$ cat src/hdl/mu8d_pkg.sv
// shared types and constants of the modified utf-8 decoder
package mu8d_pkg;

    // depth of the queue between front and back
    localparam int MU8D_QDEPTH = 4;
    localparam int MU8D_QPTR_W = $clog2(MU8D_QDEPTH);
    localparam int MU8D_QCNT_W = $clog2(MU8D_QDEPTH + 1);

    typedef enum logic [1:0] {
        ST_OK       = 2'd0,
        ST_BAD_LEAD = 2'd1,
        ST_BAD_CONT = 2'd2,
        ST_TRUNC    = 2'd3
    } mu8d_status_t;

    typedef enum logic [2:0] {
        CLS_ASCII = 3'd0,
        CLS_LEAD2 = 3'd1,
        CLS_LEAD3 = 3'd2,
        CLS_CONT  = 3'd3,
        CLS_BAD   = 3'd4
    } mu8d_class_t;

    typedef struct packed {
        logic [7:0] byte_in;
        logic       final_byte;
    } mu8d_in_t;

    typedef struct packed {
        logic [15:0]  code_unit;
        mu8d_status_t status;
        logic         is_last;
        logic         has_char;
    } mu8d_out_t;

    // classified byte as it travels through the queue
    typedef struct packed {
        mu8d_class_t cls;
        logic [7:0]  byte_in;
        logic        final_byte;
    } mu8d_item_t;

endpackage

$ cat src/hdl/mu8d_front.sv
// front stage: accepts input beats and classifies each byte
module mu8d_front (
    input  logic                aclk,
    input  logic                aresetn,
    input  logic                s_valid,
    output logic                s_ready,
    input  mu8d_pkg::mu8d_in_t  s_data,
    output logic                f_valid,
    input  logic                f_ready,
    output mu8d_pkg::mu8d_item_t f_item
);

    logic                 f_valid_reg;
    logic                 f_valid_next;
    mu8d_pkg::mu8d_item_t f_item_reg;
    mu8d_pkg::mu8d_class_t cls;

    always_comb begin
        if (s_data.byte_in[7] == 1'b0) begin
            cls = mu8d_pkg::CLS_ASCII;
        end else if (s_data.byte_in[7:5] == 3'b110) begin
            cls = mu8d_pkg::CLS_LEAD2;
        end else if (s_data.byte_in[7:4] == 4'b1110) begin
            cls = mu8d_pkg::CLS_LEAD3;
        end else if (s_data.byte_in[7:6] == 2'b10) begin
            cls = mu8d_pkg::CLS_CONT;
        end else begin
            cls = mu8d_pkg::CLS_BAD;
        end
    end

    assign s_ready = !f_valid_reg || f_ready;

    always_comb begin
        f_valid_next = f_valid_reg;
        if (s_ready) begin
            f_valid_next = s_valid;
        end
    end

    always_ff @(posedge aclk) begin
        if (!aresetn) begin
            f_valid_reg <= 1'b0;
        end else begin
            f_valid_reg <= f_valid_next;
        end
        if (s_valid && s_ready) begin
            f_item_reg.cls        <= cls;
            f_item_reg.byte_in    <= s_data.byte_in;
            f_item_reg.final_byte <= s_data.final_byte;
        end
    end

    assign f_valid = f_valid_reg;
    assign f_item  = f_item_reg;

endmodule

$ cat src/hdl/mu8d_queue.sv
// short fifo between the classifying front and the decoding back
module mu8d_queue (
    input  logic                 aclk,
    input  logic                 aresetn,
    input  logic                 wr_valid,
    output logic                 wr_ready,
    input  mu8d_pkg::mu8d_item_t wr_item,
    output logic                 rd_valid,
    input  logic                 rd_ready,
    output mu8d_pkg::mu8d_item_t rd_item
);

    mu8d_pkg::mu8d_item_t mem [mu8d_pkg::MU8D_QDEPTH];

    logic [mu8d_pkg::MU8D_QPTR_W-1:0] wr_ptr_reg, wr_ptr_next;
    logic [mu8d_pkg::MU8D_QPTR_W-1:0] rd_ptr_reg, rd_ptr_next;
    logic [mu8d_pkg::MU8D_QCNT_W-1:0] count_reg, count_next;
    logic push;
    logic pop;

    assign wr_ready = (count_reg != mu8d_pkg::MU8D_QCNT_W'(mu8d_pkg::MU8D_QDEPTH));
    assign rd_valid = (count_reg != '0);
    assign push     = wr_valid && wr_ready;
    assign pop      = rd_valid && rd_ready;
    assign rd_item  = mem[rd_ptr_reg];

    always_comb begin
        wr_ptr_next = wr_ptr_reg;
        rd_ptr_next = rd_ptr_reg;
        count_next  = count_reg;
        if (push) begin
            wr_ptr_next = (wr_ptr_reg == mu8d_pkg::MU8D_QPTR_W'(mu8d_pkg::MU8D_QDEPTH - 1))
                        ? '0 : wr_ptr_reg + 1'b1;
        end
        if (pop) begin
            rd_ptr_next = (rd_ptr_reg == mu8d_pkg::MU8D_QPTR_W'(mu8d_pkg::MU8D_QDEPTH - 1))
                        ? '0 : rd_ptr_reg + 1'b1;
        end
        if (push && !pop) begin
            count_next = count_reg + 1'b1;
        end else if (pop && !push) begin
            count_next = count_reg - 1'b1;
        end
    end

    always_ff @(posedge aclk) begin
        if (!aresetn) begin
            wr_ptr_reg <= '0;
            rd_ptr_reg <= '0;
            count_reg  <= '0;
        end else begin
            wr_ptr_reg <= wr_ptr_next;
            rd_ptr_reg <= rd_ptr_next;
            count_reg  <= count_next;
        end
        if (push) begin
            mem[wr_ptr_reg] <= wr_item;
        end
    end

    a_count_bound: assert property (@(posedge aclk) disable iff (!aresetn)
        count_reg <= mu8d_pkg::MU8D_QCNT_W'(mu8d_pkg::MU8D_QDEPTH))
        else $error("queue count beyond depth");

    a_count_track: assert property (@(posedge aclk) disable iff (!aresetn)
        push && !pop |=> count_reg == $past(count_reg) + 1'b1)
        else $error("queue count missed a push");

    a_ptr_gap: assert property (@(posedge aclk) disable iff (!aresetn)
        (count_reg == '0 || count_reg == mu8d_pkg::MU8D_QCNT_W'(mu8d_pkg::MU8D_QDEPTH))
        |-> wr_ptr_reg == rd_ptr_reg)
        else $error("queue pointers out of step with count");

endmodule

$ cat src/hdl/mu8d_back.sv
// back stage: decode state machine and output register
module mu8d_back (
    input  logic                 aclk,
    input  logic                 aresetn,
    input  logic                 q_valid,
    output logic                 q_ready,
    input  mu8d_pkg::mu8d_item_t q_item,
    output logic                 m_valid,
    input  logic                 m_ready,
    output mu8d_pkg::mu8d_out_t  m_data
);

    logic [1:0]  pending_reg, pending_next;
    logic [9:0]  partial_reg, partial_next;
    logic        skip_reg, skip_next;
    logic        m_valid_reg, m_valid_next;
    mu8d_pkg::mu8d_out_t out_reg;
    mu8d_pkg::mu8d_out_t res;
    logic        emit;
    logic        pop;
    logic        last;
    logic [15:0] value;

    assign q_ready = !m_valid_reg || m_ready;
    assign pop     = q_valid && q_ready;
    assign last    = q_item.final_byte;
    assign value   = {partial_reg, q_item.byte_in[5:0]};

    always_comb begin
        pending_next = pending_reg;
        partial_next = partial_reg;
        skip_next    = skip_reg;
        emit         = 1'b0;
        res.code_unit = '0;
        res.status    = mu8d_pkg::ST_OK;
        res.is_last   = last;
        res.has_char  = 1'b0;

        if (skip_reg) begin
            emit = last;
        end else if (pending_reg == 2'd0) begin
            case (q_item.cls)
                mu8d_pkg::CLS_ASCII: begin
                    emit          = 1'b1;
                    res.code_unit = {9'd0, q_item.byte_in[6:0]};
                    res.has_char  = 1'b1;
                end
                mu8d_pkg::CLS_LEAD2: begin
                    if (last) begin
                        emit       = 1'b1;
                        res.status = mu8d_pkg::ST_TRUNC;
                    end else begin
                        pending_next = 2'd1;
                        partial_next = {5'd0, q_item.byte_in[4:0]};
                    end
                end
                mu8d_pkg::CLS_LEAD3: begin
                    if (last) begin
                        emit       = 1'b1;
                        res.status = mu8d_pkg::ST_TRUNC;
                    end else begin
                        pending_next = 2'd2;
                        partial_next = {6'd0, q_item.byte_in[3:0]};
                    end
                end
                default: begin
                    emit       = 1'b1;
                    res.status = mu8d_pkg::ST_BAD_LEAD;
                    skip_next  = 1'b1;
                end
            endcase
        end else if (q_item.cls != mu8d_pkg::CLS_CONT) begin
            emit         = 1'b1;
            res.status   = mu8d_pkg::ST_BAD_CONT;
            skip_next    = 1'b1;
            pending_next = 2'd0;
            partial_next = '0;
        end else if (pending_reg == 2'd1) begin
            emit          = 1'b1;
            res.code_unit = value;
            res.has_char  = 1'b1;
            pending_next  = 2'd0;
            partial_next  = '0;
        end else if (last) begin
            emit       = 1'b1;
            res.status = mu8d_pkg::ST_TRUNC;
        end else begin
            pending_next = pending_reg - 2'd1;
            partial_next = value[9:0];
        end

        // the final byte always returns the sequence state to reset
        if (last) begin
            pending_next = 2'd0;
            partial_next = '0;
            skip_next    = 1'b0;
        end

        m_valid_next = m_valid_reg && !m_ready;
        if (pop && emit) begin
            m_valid_next = 1'b1;
        end
    end

    always_ff @(posedge aclk) begin
        if (!aresetn) begin
            pending_reg <= 2'd0;
            partial_reg <= '0;
            skip_reg    <= 1'b0;
            m_valid_reg <= 1'b0;
        end else begin
            m_valid_reg <= m_valid_next;
            if (pop) begin
                pending_reg <= pending_next;
                partial_reg <= partial_next;
                skip_reg    <= skip_next;
            end
        end
        if (pop && emit) begin
            out_reg <= res;
        end
    end

    assign m_valid = m_valid_reg;
    assign m_data  = out_reg;

    a_pending_range: assert property (@(posedge aclk) disable iff (!aresetn)
        pending_reg != 2'd3)
        else $error("pending count out of range");

    a_skip_idle: assert property (@(posedge aclk) disable iff (!aresetn)
        skip_reg |-> pending_reg == 2'd0 && partial_reg == '0)
        else $error("sequence state held while skipping");

    a_last_clears: assert property (@(posedge aclk) disable iff (!aresetn)
        pop && last |=> pending_reg == 2'd0 && !skip_reg && partial_reg == '0)
        else $error("state not cleared after final byte");

    a_char_ok: assert property (@(posedge aclk) disable iff (!aresetn)
        m_valid_reg && out_reg.status != mu8d_pkg::ST_OK
        |-> !out_reg.has_char && out_reg.code_unit == '0)
        else $error("error beat carries a character");

endmodule

$ cat src/hdl/modified_utf8_decoder.sv
// top level of the modified utf-8 decoder: front, queue and back
// path: a byte is registered in the front, written into the queue, then decoded into the registered output beat
// throughput: one byte per cycle while the output is not stalled; the back stage decodes each byte combinationally
// a byte that only opens or continues a sequence gives no beat on the output
// reset: synchronous active-low aresetn clears the decode state, queue and valid flags
// there is no clearing pass; the block takes beats from the first cycle after reset
module modified_utf8_decoder (
    input  logic                aclk,
    input  logic                aresetn,
    // byte input channel
    input  logic                s_valid,
    output logic                s_ready,
    input  mu8d_pkg::mu8d_in_t  s_data,
    // code unit output channel
    output logic                m_valid,
    input  logic                m_ready,
    output mu8d_pkg::mu8d_out_t m_data
);

    // front to queue
    logic                 f_valid;
    logic                 f_ready;
    mu8d_pkg::mu8d_item_t f_item;

    // queue to back
    logic                 q_valid;
    logic                 q_ready;
    mu8d_pkg::mu8d_item_t q_item;

    // front: registers each beat with its byte class
    mu8d_front u_front (
        .aclk    (aclk),
        .aresetn (aresetn),
        .s_valid (s_valid),
        .s_ready (s_ready),
        .s_data  (s_data),
        .f_valid (f_valid),
        .f_ready (f_ready),
        .f_item  (f_item)
    );

    // short queue so an output stall does not stop the input at once
    mu8d_queue u_queue (
        .aclk     (aclk),
        .aresetn  (aresetn),
        .wr_valid (f_valid),
        .wr_ready (f_ready),
        .wr_item  (f_item),
        .rd_valid (q_valid),
        .rd_ready (q_ready),
        .rd_item  (q_item)
    );

    // back: sequence state and the registered output beat
    mu8d_back u_back (
        .aclk    (aclk),
        .aresetn (aresetn),
        .q_valid (q_valid),
        .q_ready (q_ready),
        .q_item  (q_item),
        .m_valid (m_valid),
        .m_ready (m_ready),
        .m_data  (m_data)
    );

endmodule

$ cat config.mk
export PLATFORM = sky130hd
export DESIGN_NAME = modified_utf8_decoder
export DESIGN_NICKNAME = d
export VERILOG_FILES = /design/src/hdl/mu8d_pkg.sv /design/src/hdl/mu8d_front.sv /design/src/hdl/mu8d_queue.sv /design/src/hdl/mu8d_back.sv /design/src/hdl/modified_utf8_decoder.sv
export SDC_FILE = /design/constraint.sdc
export NUM_CORES = 1
export LEC_CHECK = 0
export ABC_AREA = 1
export BUFFER_PORTS_ARGS = -buffer_cell sky130_fd_sc_hd__buf_2
export CAP_MARGIN = 10
export CORE_MARGIN = 5
export CORE_UTILIZATION = 59
export DETAILED_ROUTE_END_ITERATION = 16
export HOLD_SLACK_MARGIN = 0.12
export PLACE_DENSITY_LB_ADDON = 0.2
export SLEW_MARGIN = 40
export SYNTH_ARGS = -nofsm -noshare
export SYNTH_HDL_FRONTEND = slang
export SYNTH_SLANG_ARGS = --single-unit
$ cat constraint.sdc
create_clock -name aclk -period 2.4 [get_ports aclk]
set_clock_uncertainty 0.1 [all_clocks]
set_input_delay 0.12 -clock aclk [delete_from_list [all_inputs] [get_ports aclk]]
set_output_delay 0.12 -clock aclk [all_outputs]
set_load 0.02 [all_outputs]
==> metrics.txt <==
# TYPE chip_impl_metric gauge
chip_impl_metric{name="leakage_power_figure",unit="nW"} 1.94
chip_impl_metric{name="drtAntennaViolNets",unit=""} 0
chip_impl_metric{name="grt_pass1_wl",unit="mm"} 11.8
chip_impl_metric{name="post_synth_instance_area",unit="µm²"} 4100
chip_impl_metric{name="drt_iter0_drc",unit=""} 104
chip_impl_metric{name="rows",unit=""} 30
chip_impl_metric{name="power.density_cell_area",unit="nW/µm²"} 1210
chip_impl_metric{name="cts_inserted_buffers",unit=""} 9
chip_impl_metric{name="numPlacedInstances",unit=""} 514
chip_impl_metric{name="start_util",unit=""} 0.604
chip_impl_info{name="critPathKind",value="flop to flop"} 1
chip_impl_metric{name="whs_path_depth",unit=""} 2
chip_impl_metric{name="cp.required",unit="ps"} 2370
chip_impl_metric{name="firstDrtPassIters",unit=""} 4
chip_impl_metric{name="worst_slew_pin_slew",unit="ps"} 474
chip_impl_metric{name="finish.utilization",unit=""} 0.698
chip_impl_metric{name="critical_path_peak_fanout",unit=""} 20
chip_impl_metric{name="period_needed",unit="ps"} 2160
chip_impl_metric{name="htree_levels",unit=""} 3
chip_impl_metric{name="pre_cts_ws",unit="ps"} 275
chip_impl_metric{name="design.die.area",unit="µm²"} 8720
chip_impl_info{name="crit_path_top_delay_cell",value="sky130_fd_sc_hd__dfxtp_1"} 1
chip_impl_metric{name="placement.io_buffers",unit=""} 34
chip_impl_metric{name="post_synth_inst_count",unit=""} 384
chip_impl_metric{name="reg2reg_depth",unit=""} 12
chip_impl_metric{name="post-cts-setup-buffers",unit=""} 0
chip_impl_info{name="cts_root_buffer",value="sky130_fd_sc_hd__clkbuf_8"} 1
chip_impl_metric{name="portion_of_synthesized_cell_area_occupied_by_the_leading_cell_type",unit=""} 0.549
chip_impl_metric{name="area_delta_synth_final",unit="%"} 15.6
chip_impl_info{name="cell_seen_most_often_among_critical_path_stages",value="sky130_fd_sc_hd__nand2_1"} 1
chip_impl_metric{name="regToRegSetupSlack",unit="ps"} 240
chip_impl_metric{name="slew_headroom",unit=""} 0.680
chip_impl_metric{name="number_of_gates_resized_after_cts",unit=""} 0
chip_impl_metric{name="routed-via-count",unit=""} 2714
chip_impl_info{name="reg2reg_to",value="u_back.m_data[3]"} 1
chip_impl_metric{name="regArea",unit="µm²"} 2730
chip_impl_info{name="worstPathCellList",value="buf_4 -> nand2_1 -> nand3_1 -> nand2_1 -> nand3_2 -> nand2_1 -> nand2_1 -> nand2_1 -> nand2_1 -> nand2_1 -> inv_1 -> buf_12"} 1
chip_impl_metric{name="wl",unit="mm"} 7.33
chip_impl_metric{name="finish.net_count",unit=""} 463
chip_impl_info{name="tritoncts",value="yes"} 1
chip_impl_info{name="timing.critical_path.from_type",value="flop"} 1
chip_impl_metric{name="dieHeight",unit="µm"} 93.4
chip_impl_info{name="run_status",value="finished, final reports clean"} 1
chip_impl_metric{name="place_congestion",unit=""} 0.912
chip_impl_metric{name="fill_cells",unit=""} 501
chip_impl_metric{name="share_of_final_layout_standard_cells_stronger_than_drive_strength_1",unit=""} 0.170
chip_impl_metric{name="post_drt_wl_per_cell",unit="µm"} 13.5
chip_impl_metric{name="setup-tns-final",unit="ps"} 0
chip_impl_metric{name="combined_area_of_the_multi_input_logic_cells",unit="µm²"} 1130
chip_impl_metric{name="syn-num-nets",unit=""} 406
chip_impl_metric{name="yosys_warnings",unit=""} 0
chip_impl_metric{name="grtUsageTotal",unit=""} 0.181
chip_impl_metric{name="fmax",unit="GHz"} 0.463
chip_impl_metric{name="ctsLongestPathBuffers",unit=""} 2
chip_impl_metric{name="fin_ws",unit="ps"} 238
chip_impl_metric{name="route.detailed.vias_per_inst",unit=""} 5.01
chip_impl_metric{name="post-dp-hpwl",unit="mm"} 5.08
chip_impl_metric{name="final_design_area_no_fill",unit="µm²"} 4740
chip_impl_metric{name="finalHoldViolations",unit=""} 0
chip_impl_info{name="hp-class",value="input pin to flop"} 1
chip_impl_metric{name="first_global_vias",unit=""} 2487
chip_impl_metric{name="placement.cell_area",unit="µm²"} 4420
chip_impl_metric{name="drv.max_cap_violation_count",unit=""} 0
chip_impl_metric{name="ir_drop",unit="µV"} 559
chip_impl_metric{name="antenna-diode-count",unit=""} 0
chip_impl_metric{name="cp.arrival",unit="ps"} 2130
chip_impl_metric{name="ioPinCount",unit=""} 35
chip_impl_metric{name="drc",unit=""} 0
chip_impl_metric{name="syn_area_per_cell",unit="µm²"} 10.7
chip_impl_metric{name="crit_path_max_incr_delay",unit="ps"} 440
chip_impl_info{name="worst_setup_path_end_kind",value="flop"} 1
chip_impl_metric{name="clkSlewWorstSetupHoldPaths",unit="ps"} 100
chip_impl_info{name="critPathCapture",value="u_back.m_data[3]"} 1
chip_impl_metric{name="clkSinkCount",unit=""} 99
chip_impl_metric{name="grt_remaining_overflow",unit=""} 0
chip_impl_metric{name="timing.final.crit_share",unit=""} 0.901
chip_impl_info{name="yosysTopAreaCell",value="sky130_fd_sc_hd__edfxtp_1"} 1
chip_impl_metric{name="finalSetupViolations",unit=""} 0
chip_impl_metric{name="worst_skew_pair.late_latency",unit="ps"} 360
chip_impl_metric{name="sequential_element_share_of_the_synthesized_area",unit=""} 0.666
chip_impl_metric{name="cts_hold_buf",unit=""} 12
chip_impl_metric{name="number_of_max_slew_violations_in_the_final_report",unit=""} 0
chip_impl_metric{name="fp.coreArea",unit="µm²"} 6790
chip_impl_metric{name="ys_types",unit=""} 32
chip_impl_info{name="grt_setup_unrepaired",value="false"} 1
chip_impl_metric{name="pin_count_of_the_biggest_net_entering_global_routing",unit=""} 21
chip_impl_metric{name="antenna_found_initial",unit=""} 0
chip_impl_metric{name="largest_reg_flops",unit=""} 44
chip_impl_info{name="top_area_cells_in_the_synthesized_netlist",value="sky130_fd_sc_hd__edfxtp_1 55%, sky130_fd_sc_hd__dfxtp_1 12%, sky130_fd_sc_hd__nand2_1 7.4%"} 1
chip_impl_metric{name="layoutNonFillerInstCount",unit=""} 542
chip_impl_metric{name="die_w",unit="µm"} 93.4
chip_impl_metric{name="yosys_register_bits",unit=""} 99
## area by class of cell
| cell class | instances | share of cell area |
|---|---|---|
| timing repair buffer | 56 | 0.0797 |
| inverter | 46 | 0.0364 |
| clock buffer | 12 | 0.0375 |
| clock inverter | 4 | 0.00607 |
| sequential | 99 | 0.576 |
| multi-input combinational | 229 | 0.239 |
| tap | 96 | 0.0253 |
## worst min-delay path by stage
stage	from	endpoint	slack [ps]
final	s_data[4]	u_front.f_item[4]	370
after global routing	s_data[5]	u_front.f_item[5]	370
after CTS	s_data[4]	u_front.f_item[4]	350
after detailed placement	s_data[4]	u_front.f_item[4]	200
after global placement	s_data[1]	u_front.f_item[1]	200
after floorplan	s_data[0]	u_front.f_item[0]	120
## cell usage in the layout (no fill, tap or decap), types with 2 or more instances in the layout
master / count
sky130_fd_sc_hd__dlygate4sd3_1: 12
sky130_fd_sc_hd__buf_4: 9
sky130_fd_sc_hd__nand3_1: 16
sky130_fd_sc_hd__a21oi_1: 18
sky130_fd_sc_hd__ha_1: 8
sky130_fd_sc_hd__inv_1: 40
sky130_fd_sc_hd__clkinv_1: 2
sky130_fd_sc_hd__inv_2: 5
sky130_fd_sc_hd__o22ai_1: 3
sky130_fd_sc_hd__nand4_1: 2
sky130_fd_sc_hd__a32oi_1: 4
sky130_fd_sc_hd__nand2_2: 2
sky130_fd_sc_hd__clkbuf_16: 2
sky130_fd_sc_hd__nor2_1: 58
sky130_fd_sc_hd__buf_2: 34
sky130_fd_sc_hd__o21ai_1: 2
sky130_fd_sc_hd__o21ai_0: 17
sky130_fd_sc_hd__nand3_2: 6
sky130_fd_sc_hd__nor2_2: 2
sky130_fd_sc_hd__dfxtp_1: 24
sky130_fd_sc_hd__nand2_1: 81
sky130_fd_sc_hd__clkbuf_8: 9
sky130_fd_sc_hd__edfxtp_1: 75
## synthesized netlist by cell type, drive strengths merged
library cell	n
ha	8
o211a	1
o21ai	20
o22ai	3
o22a	1
a32oi	4
a31oi	1
edfxtp	75
nor3	1
nor2	60
o311ai	1
nand4	2
buf	9
nand2	84
fa	1
a21oi	19
clkbuf	1
inv	45
dfxtp	24
a211oi	1
nand3	22
clkinv	1
## power by group
group	switching [mW]	leakage, nW	total [mW]	internal [mW]
clock	0.564	0.106	1.07	0.508
combinational	1.52	0.925	2.22	0.702
sequential	0.143	0.908	2.44	2.29
## worst max-delay path, delay by kind of cell, from the launching register on
kind,cells,cell delay [ps]
simple gates,9,800
buf+inv,3,530
flops,1,440
## metal layers
metal / global-route usage / routed length, µm / vias up
met1: 0.225 / 3230 / 1238
li1: - / - / 1396
met3: 0.0451 / 379 / 16
met4: 0.100 / 203 / 0
met2: 0.289 / 3520 / 64
met5: 0 / 0 / -
## cells by family after synthesis
| family | Yosys count | synth area share |
|---|---|---|
| fa+ha+maj | 9 | 0.0293 |
| buf+inv | 56 | 0.0576 |
| compound gates | 51 | 0.0726 |
| simple gates | 169 | 0.174 |
| flops | 99 | 0.666 |
## per-stage QoR
| stage | total power, mW | hold WS (ps) |
|---|---|---|
| after CTS | 5.74 | 351 |
| final | 5.73 | 370 |
| after global placement | 4.62 | 199 |
| after detailed placement | 4.68 | 199 |
| after global routing | 6.12 | 373 |
| after floorplan | 4.10 | 119 |
Note: power is estimated with default switching activity, not from simulation.
